==> src/hdl/touch_coordinate_conditioner_core_defines.svh <==
// ----------------------------------------------------------------------------
// Touch coordinate conditioner assertion macros
// Shared property forms for the checks at the end of the top level.
// ----------------------------------------------------------------------------
`ifndef TOUCH_COORDINATE_CONDITIONER_CORE_DEFINES_SVH
`define TOUCH_COORDINATE_CONDITIONER_CORE_DEFINES_SVH

// The consequent must hold in the same cycle as the antecedent.
`define TCC_ASSERT_SAME(label, ante, cons, msg) \
    label: assert property (@(posedge aclk) disable iff (!aresetn) (ante) |-> (cons)) \
        else $error(msg);

// The consequent must hold in the cycle after the antecedent.
`define TCC_ASSERT_NEXT(label, ante, cons, msg) \
    label: assert property (@(posedge aclk) disable iff (!aresetn) (ante) |=> (cons)) \
        else $error(msg);

`endif

==> src/hdl/tcc_pkg.sv <==
`timescale 1ns / 1ps
`default_nettype none
// ----------------------------------------------------------------------------
// Touch coordinate conditioner package
// Field widths, register indexes, reset values and shared types.
// ----------------------------------------------------------------------------
package tcc_pkg;

    localparam int RAW_W   = 12;
    localparam int PRESS_W = 16;
    localparam int SPLIT_W = 12;
    localparam int BASE_W  = 13;
    localparam int DSR_W   = 8;
    localparam int OFFS_W  = 12;
    localparam int THR_W   = 10;
    localparam int DIV_W   = 13;
    localparam int CNT_W   = $clog2(DIV_W);
    localparam int IDX_W   = 3;
    localparam int CFG_W   = 13;

    localparam logic [IDX_W-1:0] REG_X_SPLIT     = 3'd0;
    localparam logic [IDX_W-1:0] REG_X_BASE_LOW  = 3'd1;
    localparam logic [IDX_W-1:0] REG_X_BASE_HIGH = 3'd2;
    localparam logic [IDX_W-1:0] REG_X_DIVISOR   = 3'd3;
    localparam logic [IDX_W-1:0] REG_Y_OFFSET    = 3'd4;
    localparam logic [IDX_W-1:0] REG_Y_DIVISOR   = 3'd5;
    localparam logic [IDX_W-1:0] REG_MOVE_THRESH = 3'd6;

    localparam logic [SPLIT_W-1:0] RST_X_SPLIT     = 12'd3000;
    localparam logic [BASE_W-1:0]  RST_X_BASE_LOW  = 13'd3870;
    localparam logic [BASE_W-1:0]  RST_X_BASE_HIGH = 13'd3800;
    localparam logic [DSR_W-1:0]   RST_X_DIVISOR   = 8'd15;
    localparam logic [OFFS_W-1:0]  RST_Y_OFFSET    = 12'd360;
    localparam logic [DSR_W-1:0]   RST_Y_DIVISOR   = 8'd11;
    localparam logic [THR_W-1:0]   RST_MOVE_THRESH = 10'd5;

    typedef struct packed {
        logic             start;
        logic [DIV_W-1:0] dividend;
        logic [DSR_W-1:0] divisor;
    } div_ctl_t;

    typedef struct packed {
        logic             busy;
        logic             done;
        logic [DIV_W-1:0] quotient;
    } div_stat_t;

    typedef enum logic [4:0] {
        ST_IDLE   = 5'b00001,
        ST_DIV_X  = 5'b00010,
        ST_DIV_Y  = 5'b00100,
        ST_UPDATE = 5'b01000,
        ST_FINISH = 5'b10000
    } state_t;

endpackage
`default_nettype wire

==> src/hdl/touch_coordinate_conditioner_core.sv <==
// An item that is not touched goes from idle straight to the finish state, where
// its result is registered onto the output once the output is free; the next item
// can be taken when the block is back in idle. A touched item first takes two
// 13-step passes of the shared divider, X then Y, with a load, a handoff and a
// done, then an update and the finish state, and the output stage as above.
// Synchronous active-low reset restores the register defaults and clears the
// held position and pressure to zero.
`timescale 1ns / 1ps
`default_nettype none
`include "touch_coordinate_conditioner_core_defines.svh"
// ----------------------------------------------------------------------------
// Touch coordinate conditioner
// Calibrates raw touch samples to screen pixels with a movement deadband.
// ----------------------------------------------------------------------------
module touch_coordinate_conditioner_core
    import tcc_pkg::*;
#(
    parameter int SCREEN_WIDTH  = 240,
    parameter int SCREEN_HEIGHT = 320
) (
    input  wire logic                 aclk,
    input  wire logic                 aresetn,
    input  wire logic                 cfg_wr_en,
    input  wire logic [IDX_W-1:0]     cfg_index,
    input  wire logic [CFG_W-1:0]     cfg_wdata,
    input  wire logic                 s_tvalid,
    output      logic                 s_tready,
    // raw_x, raw_y, raw_pressure
    input  wire logic [39:0]          s_tdata,
    // touched
    input  wire logic [0:0]           s_tuser,
    output      logic                 m_tvalid,
    input  wire logic                 m_tready,
    // screen_x, screen_y, pressure, zero fill
    output      logic [((($clog2(SCREEN_WIDTH) + $clog2(SCREEN_HEIGHT) + 16) + 7) / 8) * 8 - 1:0]
                                      m_tdata,
    // touch_flag
    output      logic [0:0]           m_tuser
);

    localparam int X_W      = $clog2(SCREEN_WIDTH);
    localparam int Y_W      = $clog2(SCREEN_HEIGHT);
    localparam int OUT_BITS = X_W + Y_W + PRESS_W;
    localparam int OUT_W    = ((OUT_BITS + 7) / 8) * 8;
    localparam int XY_W     = (X_W > Y_W) ? X_W : Y_W;
    localparam int CMP_W    = ((XY_W > THR_W) ? XY_W : THR_W) + 1;

    localparam logic [DIV_W-1:0] X_LIM = DIV_W'(SCREEN_WIDTH);
    localparam logic [DIV_W-1:0] Y_LIM = DIV_W'(SCREEN_HEIGHT);
    localparam logic [X_W-1:0]   X_MAX = X_W'(SCREEN_WIDTH - 1);
    localparam logic [Y_W-1:0]   Y_MAX = Y_W'(SCREEN_HEIGHT - 1);

    logic [SPLIT_W-1:0] x_split_reg;
    logic [BASE_W-1:0]  x_base_low_reg;
    logic [BASE_W-1:0]  x_base_high_reg;
    logic [DSR_W-1:0]   x_divisor_reg;
    logic [OFFS_W-1:0]  y_offset_reg;
    logic [DSR_W-1:0]   y_divisor_reg;
    logic [THR_W-1:0]   move_thresh_reg;

    state_t             state_reg, state_next;
    logic               touched_reg;
    logic [RAW_W-1:0]   raw_y_reg;
    logic [PRESS_W-1:0] raw_press_reg;
    logic [X_W-1:0]     nx_reg;
    logic [X_W-1:0]     held_x_reg;
    logic [Y_W-1:0]     held_y_reg;
    logic [PRESS_W-1:0] held_press_reg;
    logic               m_tvalid_reg;
    logic               out_flag_reg;
    logic [X_W-1:0]     out_x_reg;
    logic [Y_W-1:0]     out_y_reg;
    logic [PRESS_W-1:0] out_press_reg;

    div_ctl_t           div_ctl;
    div_stat_t          div_stat;

    logic               s_accept;
    logic               out_load;
    logic [RAW_W-1:0]   in_raw_x;
    logic [BASE_W-1:0]  x_base;
    logic [BASE_W:0]    x_diff;
    logic [RAW_W:0]     y_diff;
    logic [X_W-1:0]     nx_clamped;
    logic [Y_W-1:0]     ny_clamped;
    logic [X_W-1:0]     dist_x;
    logic [Y_W-1:0]     dist_y;
    logic [CMP_W-1:0]   move_dist;

    assign s_tready = (state_reg == ST_IDLE);
    assign s_accept = s_tvalid && s_tready;
    assign out_load = (state_reg == ST_FINISH) && (!m_tvalid_reg || m_tready);
    assign in_raw_x = s_tdata[RAW_W-1:0];

    // Configuration registers.
    always_ff @(posedge aclk) begin
        if (!aresetn) begin
            x_split_reg     <= RST_X_SPLIT;
            x_base_low_reg  <= RST_X_BASE_LOW;
            x_base_high_reg <= RST_X_BASE_HIGH;
            x_divisor_reg   <= RST_X_DIVISOR;
            y_offset_reg    <= RST_Y_OFFSET;
            y_divisor_reg   <= RST_Y_DIVISOR;
            move_thresh_reg <= RST_MOVE_THRESH;
        end else if (cfg_wr_en) begin
            case (cfg_index)
                REG_X_SPLIT:     x_split_reg     <= cfg_wdata[SPLIT_W-1:0];
                REG_X_BASE_LOW:  x_base_low_reg  <= cfg_wdata[BASE_W-1:0];
                REG_X_BASE_HIGH: x_base_high_reg <= cfg_wdata[BASE_W-1:0];
                REG_X_DIVISOR:   x_divisor_reg   <= cfg_wdata[DSR_W-1:0];
                REG_Y_OFFSET:    y_offset_reg    <= cfg_wdata[OFFS_W-1:0];
                REG_Y_DIVISOR:   y_divisor_reg   <= cfg_wdata[DSR_W-1:0];
                REG_MOVE_THRESH: move_thresh_reg <= cfg_wdata[THR_W-1:0];
                default: begin
                end
            endcase
        end
    end

    // Offsets ahead of the divider; a negative difference divides as zero.
    assign x_base = (in_raw_x <= x_split_reg) ? x_base_low_reg : x_base_high_reg;
    assign x_diff = {1'b0, x_base} - {2'b00, in_raw_x};
    assign y_diff = {1'b0, raw_y_reg} - {1'b0, y_offset_reg};

    always_comb begin
        div_ctl.start    = 1'b0;
        div_ctl.dividend = '0;
        div_ctl.divisor  = '0;
        if (state_reg == ST_IDLE) begin
            div_ctl.start    = s_accept && s_tuser[0];
            div_ctl.dividend = x_diff[BASE_W] ? '0 : x_diff[DIV_W-1:0];
            div_ctl.divisor  = (x_divisor_reg == '0) ? DSR_W'(1) : x_divisor_reg;
        end else begin
            div_ctl.start    = (state_reg == ST_DIV_X) && div_stat.done;
            div_ctl.dividend = y_diff[RAW_W] ? '0 : DIV_W'(y_diff[RAW_W-1:0]);
            div_ctl.divisor  = (y_divisor_reg == '0) ? DSR_W'(1) : y_divisor_reg;
        end
    end

    tcc_div u_div (
        .aclk    (aclk),
        .aresetn (aresetn),
        .ctl     (div_ctl),
        .stat    (div_stat)
    );

    assign nx_clamped = (div_stat.quotient >= X_LIM) ? X_MAX : div_stat.quotient[X_W-1:0];
    assign ny_clamped = (div_stat.quotient >= Y_LIM) ? Y_MAX : div_stat.quotient[Y_W-1:0];

    assign dist_x = (nx_reg >= held_x_reg) ? (nx_reg - held_x_reg) : (held_x_reg - nx_reg);
    assign dist_y = (ny_clamped >= held_y_reg) ? (ny_clamped - held_y_reg)
                                               : (held_y_reg - ny_clamped);
    assign move_dist = CMP_W'(dist_x) + CMP_W'(dist_y);

    always_comb begin
        state_next = state_reg;
        case (state_reg)
            ST_IDLE: begin
                if (s_accept) begin
                    state_next = s_tuser[0] ? ST_DIV_X : ST_FINISH;
                end
            end
            ST_DIV_X: begin
                if (div_stat.done) begin
                    state_next = ST_DIV_Y;
                end
            end
            ST_DIV_Y: begin
                if (div_stat.done) begin
                    state_next = ST_UPDATE;
                end
            end
            ST_UPDATE: state_next = ST_FINISH;
            ST_FINISH: begin
                if (out_load) begin
                    state_next = ST_IDLE;
                end
            end
            default: state_next = ST_IDLE;
        endcase
    end

    always_ff @(posedge aclk) begin
        if (!aresetn) begin
            state_reg      <= ST_IDLE;
            held_x_reg     <= '0;
            held_y_reg     <= '0;
            held_press_reg <= '0;
            m_tvalid_reg   <= 1'b0;
        end else begin
            state_reg <= state_next;
            if (state_reg == ST_UPDATE) begin
                if (move_dist > CMP_W'(move_thresh_reg)) begin
                    held_x_reg <= nx_reg;
                    held_y_reg <= ny_clamped;
                end
                held_press_reg <= raw_press_reg;
            end
            if (out_load) begin
                m_tvalid_reg <= 1'b1;
            end else if (m_tready) begin
                m_tvalid_reg <= 1'b0;
            end
        end
    end

    always_ff @(posedge aclk) begin
        if (s_accept) begin
            touched_reg   <= s_tuser[0];
            raw_y_reg     <= s_tdata[2*RAW_W-1:RAW_W];
            raw_press_reg <= s_tdata[2*RAW_W+PRESS_W-1:2*RAW_W];
        end
        if ((state_reg == ST_DIV_X) && div_stat.done) begin
            nx_reg <= nx_clamped;
        end
        if (out_load) begin
            out_flag_reg  <= touched_reg;
            out_x_reg     <= held_x_reg;
            out_y_reg     <= held_y_reg;
            out_press_reg <= held_press_reg;
        end
    end

    assign m_tvalid = m_tvalid_reg;
    assign m_tuser  = out_flag_reg;
    assign m_tdata  = OUT_W'({out_press_reg, out_y_reg, out_x_reg});

    `TCC_ASSERT_NEXT(a_untouched_skips, s_accept && !s_tuser[0], state_reg == ST_FINISH,
        "untouched item did not go straight to output")
    `TCC_ASSERT_SAME(a_held_x_range, 1'b1, held_x_reg <= X_MAX, "held X beyond screen")
    `TCC_ASSERT_SAME(a_held_y_range, 1'b1, held_y_reg <= Y_MAX, "held Y beyond screen")
    `TCC_ASSERT_SAME(a_div_active, (state_reg == ST_DIV_X) || (state_reg == ST_DIV_Y),
        div_stat.busy || div_stat.done, "divider idle during a divide state")

endmodule
`default_nettype wire

==> src/hdl/tcc_div.sv <==
`timescale 1ns / 1ps
`default_nettype none
// ----------------------------------------------------------------------------
// Touch coordinate conditioner divider
// Restoring divider that produces one quotient bit per cycle.
// ----------------------------------------------------------------------------
module tcc_div
    import tcc_pkg::*;
(
    input  wire logic      aclk,
    input  wire logic      aresetn,
    input  wire div_ctl_t  ctl,
    output div_stat_t      stat
);

    logic             busy_reg, busy_next;
    logic             done_reg, done_next;
    logic [CNT_W-1:0] cnt_reg, cnt_next;
    logic [DSR_W-1:0] rem_reg, rem_next;
    logic [DIV_W-1:0] quo_reg, quo_next;
    logic [DSR_W-1:0] dsr_reg, dsr_next;
    logic [DSR_W:0]   trial;
    logic             fits;

    assign trial = {rem_reg, quo_reg[DIV_W-1]};
    assign fits  = (trial >= {1'b0, dsr_reg});

    always_comb begin
        busy_next = busy_reg;
        done_next = 1'b0;
        cnt_next  = cnt_reg;
        rem_next  = rem_reg;
        quo_next  = quo_reg;
        dsr_next  = dsr_reg;
        if (ctl.start) begin
            busy_next = 1'b1;
            cnt_next  = CNT_W'(DIV_W - 1);
            rem_next  = '0;
            quo_next  = ctl.dividend;
            dsr_next  = ctl.divisor;
        end else if (busy_reg) begin
            rem_next = fits ? DSR_W'(trial - {1'b0, dsr_reg}) : trial[DSR_W-1:0];
            quo_next = {quo_reg[DIV_W-2:0], fits};
            cnt_next = cnt_reg - 1'b1;
            if (cnt_reg == '0) begin
                busy_next = 1'b0;
                done_next = 1'b1;
            end
        end
    end

    always_ff @(posedge aclk) begin
        if (!aresetn) begin
            busy_reg <= 1'b0;
            done_reg <= 1'b0;
            cnt_reg  <= '0;
        end else begin
            busy_reg <= busy_next;
            done_reg <= done_next;
            cnt_reg  <= cnt_next;
        end
    end

    always_ff @(posedge aclk) begin
        rem_reg <= rem_next;
        quo_reg <= quo_next;
        dsr_reg <= dsr_next;
    end

    assign stat.busy     = busy_reg;
    assign stat.done     = done_reg;
    assign stat.quotient = quo_reg;

endmodule
`default_nettype wire

==> config.mk <==
export PLATFORM = sky130hd
export DESIGN_NAME = touch_coordinate_conditioner_core
export DESIGN_NICKNAME = d
export VERILOG_FILES = /design/src/hdl/tcc_pkg.sv /design/src/hdl/touch_coordinate_conditioner_core.sv /design/src/hdl/tcc_div.sv
export VERILOG_INCLUDE_DIRS = /design/src /design/src/hdl
export SDC_FILE = /design/constraint.sdc
export NUM_CORES = 1
export LEC_CHECK = 0
export ABC_AREA = 1
export ABC_CLOCK_PERIOD_IN_PS = 10200
export BUFFER_PORTS_ARGS = -buffer_cell sky130_fd_sc_hd__buf_2
export CAP_MARGIN = 20
export CORE_AREA = 2 2 143 145
export DETAILED_ROUTE_END_ITERATION = 8
export DIE_AREA = 0 0 145 147
export PLACE_DENSITY = 0.83
export SYNTH_ARGS = -nofsm -noshare
export SYNTH_HDL_FRONTEND = slang
export SYNTH_HIERARCHICAL = 1
export SYNTH_SLANG_ARGS = --single-unit
==> constraint.sdc <==
create_clock -name aclk -period 10.2 [get_ports aclk]
set_input_delay 1.02 -clock aclk [delete_from_list [all_inputs] [get_ports aclk]]
set_output_delay 1.02 -clock aclk [all_outputs]
set_load 0.005 [all_outputs]
After elaboration in Yosys (flattened, before gate mapping)
Cells that the tools add are included.
{ "word_totals": {"regBits": 221, "inputBits": 62, "output_inout_bits": 43, "word_cells": 109} }
{ "op_classes": {"add_sub_neg": 9, "magnitude_cmp": 7, "eq_ne": 15, "muxes": 26, "bitwise": 2, "reduce_logical": 23} }
{ "op_table": {"columns": ["op", "n"], "rows": [
  ["2-to-1 mux 13 bit", 4],
  ["2-to-1 mux 8 bit", 4],
  ["2-to-1 mux 5 bit", 5],
  ["case mux 5 bit (5 select lines)", 1],
  ["subtractor 8 bit", 3],
  ["2-to-1 mux 22 bit", 1],
  ["2-to-1 mux 9 bit", 2],
  ["subtractor 9 bit", 2],
  ["logical NOT 8 bit", 2],
  ["AND reduction 2 bit", 8],
  ["subtractor 13 x 12 -> 14 bit", 1],
  [">= comparator 13 x 8 -> 1 bit (second input constant)", 1],
  [">= comparator 13 x 9 -> 1 bit (second input constant)", 1],
  ["subtractor 12 x 12 -> 13 bit", 1],
  ["<= comparator 12 bit", 1],
  ["2-to-1 mux 12 bit", 1],
  ["adder 8 x 9 -> 10 bit", 1],
  ["> comparator 10 bit", 1],
  ["== test 3 bit (second input constant)", 3],
  [">= comparator 9 x 8 -> 1 bit", 1],
  [">= comparator 9 bit", 1],
  [">= comparator 8 bit", 1],
  ["2-to-1 mux 4 bit", 2],
  ["== test 3 x 2 -> 1 bit (second input constant)", 2],
  ["20 further kinds", 32]
]} }

Depth between registers and ports, before layout
{ "logic_depth": {"depth_word": 7, "mapped_depth": 35, "ltp_nobuf": 33} }

By module
Netlist, hierarchy kept.
{ "by_module_without_submodules": {"columns": ["module", "n_inst", "cells_each", "area_per_inst_um2"], "rows": [
  ["touch_coordinate_conditioner_core", 1, 1332, 10618.9],
  ["tcc_div", 1, 253, 1988.2]
]} }

Least setup slack after synthesis
OpenSTA, ideal clock, no wires.
{ "synth_timing": {"kind": "reg2reg", "from": "register u_div.quo_reg[7]", "to": "register held_x_reg[1]", "arrival_time_ns": 4.526, "required_time_ns": 10.084, "path_slack_ns": 5.558, "path_stages_with_launch": 30, "synth_period_minus_slack_ns": 4.642, "path_cell_list": "edfxtp_1 > o21ai_0 > nand3_2 > nor2_1 > inv_1 > ha_1 > buf_2 > a21oi_1 > nand2_1 > a21oi_2 > o21ai_4 > or2_1 > o21ai_2 > inv_1 > fa_1 > o21ai_0 > a21oi_1 > nor2_1 > nor2_1 > xor2_1 > inv_1 > ha_1 > nand2_1 > nor2_1 > o211ai_1 > o2111ai_1 > nand2_4 > buf_6 > o21ai_0 > nor2_1"} }
{ "synth_via": {"elab_chain_cells": 7, "elab_cells_between_ends": 9, "cone_classes": "3 x add/sub; 3 x order compare; 2 x mux; 1 x reduce/logical"} }
{ "synth_lines": {"columns": ["element", "line", "source"], "rows": [
  ["from (decl)", "tcc_div.sv:20", "logic [DIV_W-1:0] quo_reg, quo_next;"],
  ["from (signal assigned)", "tcc_div.sv:66", "quo_reg <= quo_next;"],
  [">= comparator 13 x 9 -> 1 bit (*)", "touch_coordinate_conditioner_core.sv:148", "assign ny_clamped = (div_stat.quotient >= Y_LIM) ? Y_MAX : div_stat.quotient[Y_W-1:0];"],
  ["2-to-1 mux 9 bit (*)", "touch_coordinate_conditioner_core.sv:148", null],
  ["named net ny_clamped[2]", "touch_coordinate_conditioner_core.sv:85", "logic [Y_W-1:0] ny_clamped;"],
  ["subtractor 9 bit, or another cell as far along", "touch_coordinate_conditioner_core.sv:152", ": (held_y_reg - ny_clamped);"],
  ["2-to-1 mux 9 bit (*)", "touch_coordinate_conditioner_core.sv:151", "assign dist_y = (ny_clamped >= held_y_reg) ? (ny_clamped - held_y_reg)"],
  ["adder 8 x 9 -> 10 bit (*)", "touch_coordinate_conditioner_core.sv:153", "assign move_dist = CMP_W'(dist_x) + CMP_W'(dist_y);"],
  ["> comparator 10 bit (*)", "touch_coordinate_conditioner_core.sv:193", "if (move_dist > CMP_W'(move_thresh_reg)) begin"],
  ["AND reduction 2 bit (no source line) (*)", null, null],
  ["to (signal assigned)", "touch_coordinate_conditioner_core.sv:194", "held_x_reg <= nx_reg;"],
  ["to (decl)", "touch_coordinate_conditioner_core.sv:66", "logic [X_W-1:0] held_x_reg;"]
]} }
The timed path passes the listed nets; every way through them passes the cells marked *.
A chain may end at the register's enable or synchronous reset.

Worst setup path in the final report
{ "layout_timing": {"from": "register u_div.quo_reg[7]", "to": "register held_y_reg[0]"} }
{ "layout_via": {"elab_chain_cells": 7, "elab_cells_between_ends": 9, "cone_classes": "3 x add/sub; 3 x order compare; 2 x mux; 1 x reduce/logical"} }
{ "layout_lines": {"columns": ["element", "line", "source"], "rows": [
  [">= comparator 13 x 9 -> 1 bit (*)", "touch_coordinate_conditioner_core.sv:148", null],
  ["2-to-1 mux 9 bit (*)", "touch_coordinate_conditioner_core.sv:148", null],
  ["named net ny_clamped[5]", "touch_coordinate_conditioner_core.sv:85", null],
  ["subtractor 9 bit, or another cell as far along", "touch_coordinate_conditioner_core.sv:152", null],
  ["2-to-1 mux 9 bit (*)", "touch_coordinate_conditioner_core.sv:151", null],
  ["adder 8 x 9 -> 10 bit (*)", "touch_coordinate_conditioner_core.sv:153", null],
  ["> comparator 10 bit (*)", "touch_coordinate_conditioner_core.sv:193", null],
  ["AND reduction 2 bit (no source line) (*)", null, null],
  ["to (signal assigned)", "touch_coordinate_conditioner_core.sv:195", "held_y_reg <= ny_clamped;"],
  ["to (decl)", "touch_coordinate_conditioner_core.sv:67", "logic [Y_W-1:0] held_y_reg;"]
]} }
Marked as above.

==> impl_results.md <==
* Min-Delay Startpoint: held_press_reg[8]$_SDFFE_PN0P_
* CP max stage cell: edfxtp_1
* Post-Syn Area at 0.0126 mm2
* Switching pwr at 907 uW
* Fraction of layout instances using a drive strength above 1 at 11.5%
* Number of port buffers at 97
* Fill cells at 1,536
* Vias per std cell at 5.46
* Setup violations, final at 0
* Combinational share of power at 26.3%
* Status: complete, no violations
* All-layer global routing usage at 27.2%
* Period utilization at 52.4%
* Area growth syn-to-layout at 12.6%
* WP data arrival at 5.78 ns
* Layout Nets at 1,841
* Worst setup path startpoint: u_div/quo_reg[7]$_DFFE_PP_
* Sw Share at 32.0%
* Int Pwr at 1930 uW
* Peak VDD IR at 188 uV
* M3 GR Usage at 3.14%
* Final Hold Vio Count at 0
* Slew Viols, Final at 0
* Total negative setup slack at 0 ns
* Clock group share of total power at 35.3%
* Slew margin rel. at 26.1%
* Initial antenna violation count at 0
* Largest stage delay, worst path at 0.44 ns
* Worst-margin pin slew at 1.11 ns
* PnR worst setup slack at 4.85 ns
* Max FO, Critical Path at 18
* Initial Util at 63.5%
* 1st-iter DRT viols at 719
* First-pass GRT wire length at 48.2 mm
* Post-CTS sizing at 0
* Diode count at 0
* Drt pass-1 iters at 5
* Place WS at 4.92 ns
* Area of the multi-input gates at 0.00612 mm2
* Worst Hold Class: flop to flop
* CP most frequent cell: nor2_1
* Total number of vias at 10,700
* Worst Path Required at 10.63 ns
* H-Tree Level Count at 1
* Die Y-Extent at 147 um
* Core footprint at 0.0198 mm2
* Post-Syn Instances at 1,584
* DP Wirelength at 20.7 mm
* GRT busiest layer: met2
* Final min period at 5.35 ns
* Power density over cell area at 200 mW/mm2
* Final RePlAce weighted congestion at 0.950
* CTS sink cnt at 221
* CTS tree: done
* Worst reg2reg startpoint: u_div/quo_reg[7]$_DFFE_PP_
* TritonCTS Buffers at 24
* DR WL/cell at 14.8 um
* Layout Skew at 0.0137 ns
* Largest net degree at the start of global routing at 118
* CTS root buf: clkbuf_16
* Clock Latency Late Sink at 0.51 ns
* Vias in the first global route at 10,400
* Sequential Power Share at 38.3%
* Fmax at 187 MHz
* CTS clk-pin slew, worst paths at 0.06 ns
* Crit path kind: flop to flop
* Die area at 0.0213 mm2
* CTS Buffer Depth at 3
* Max cap viols at 0
* Die X at 145 um
* I/O pins at 105
* Avg Inst Size Synth at 7.95 um2
* Hold-fix buffers, CTS at 0
* Total Wirelength at 29.0 mm
* Row cnt at 52
* Worst R2R Path Depth at 30
* Depth of the worst hold-timing path at 0
* Antenna Nets Post-Route at 0
* Leakage power total at 0.00665 uW
* Synth warn at 6
* Total grt overflow at 0
* CP endpoint kind: flop
* Sequential cell area at 0.00535 mm2
* Met1 usage at 34.4%
* Unrepaired setup endpoints after global routing: no
* Post-CTS setup buffer count at 0
* M2 GR Usage at 49.3%
* CP Launch Type: flop
* Number of remaining DRC errors at 0
==> final cells by class <==
class                      count  area share (%)
inverter                     245            6.52
multi-input combinational   1078            43.1
tap                          270            2.38
clock buffer                  29            4.66
clock inverter                15            1.86
sequential                   221            37.7
timing repair buffer         104            3.79
==> through the flow <==
step / power, uW / area, um2 / util, % / hold slack, ns / cells
finish: 2840 / 14200 / 71.5 / 0.425 / 1962
global route: 2980 / 14200 / 71.5 / 0.442 / 1962
CTS: 2840 / 14200 / 71.5 / 0.426 / 1962
detailed placement: 1830 / 13300 / 66.8 / 0.410 / 1918
global placement: 1810 / 13300 / 66.8 / 0.407 / 1918
floorplan: 1640 / 12600 / - / 0.400 / 1590
==> path summary, 6_finish.rpt <==
check / endpoint / slack [ns]
hold / removal: out_press_reg[8]$_DFFE_PP_ / 0.42
hold reg to reg: out_press_reg[8]$_DFFE_PP_ / 0.42
setup reg to reg: held_y_reg[0]$_SDFFE_PN0P_ / 4.85
setup / recovery: held_y_reg[0]$_SDFFE_PN0P_ / 4.85
==> power by group through the flow <==
| stage | combinational (uW) | clock [uW] | sequential (uW) |
|---|---|---|---|
| 2_1_floorplan | 548 | 0 | 1090 |
| 3_3_place_gp | 707 | 0 | 1100 |
| 3_5_place_dp | 729 | 0 | 1100 |
| 4_1_cts | 741 | 1010 | 1090 |
| 5_1_grt | 837 | 1050 | 1100 |
| 6_report | 747 | 1000 | 1090 |
==> layer usage <==
layer / vias to the layer above / wire [um]
li1: 5332 / -
met1: 5008 / 12400
met2: 321 / 14500
met3: 56 / 1530
met4: 0 / 643
met5: - / 0
==> cells in the final DEF, fill, tap and decap left out, types with 13 or more instances in the layout <==
cell type	n
nand3_1	83
dfxtp_1	129
edfxtp_1	92
inv_1	236
xor2_1	29
nor2_1	181
clkbuf_16	25
nand4_1	13
o21ai_0	107
o211ai_1	26
a21oi_1	95
buf_2	97
ha_1	97
nand2_1	323
==> worst max-delay path, delay by kind of cell, from the launching register on <==
kind            cells  cell delay, ns
simple gates       13            1.64
compound gates      8            1.38
fa+ha+maj           3            1.11
buf+inv             5            0.54
flops               1            0.44
xor+xnor            1            0.13
(Power assumes the default switching activity.)
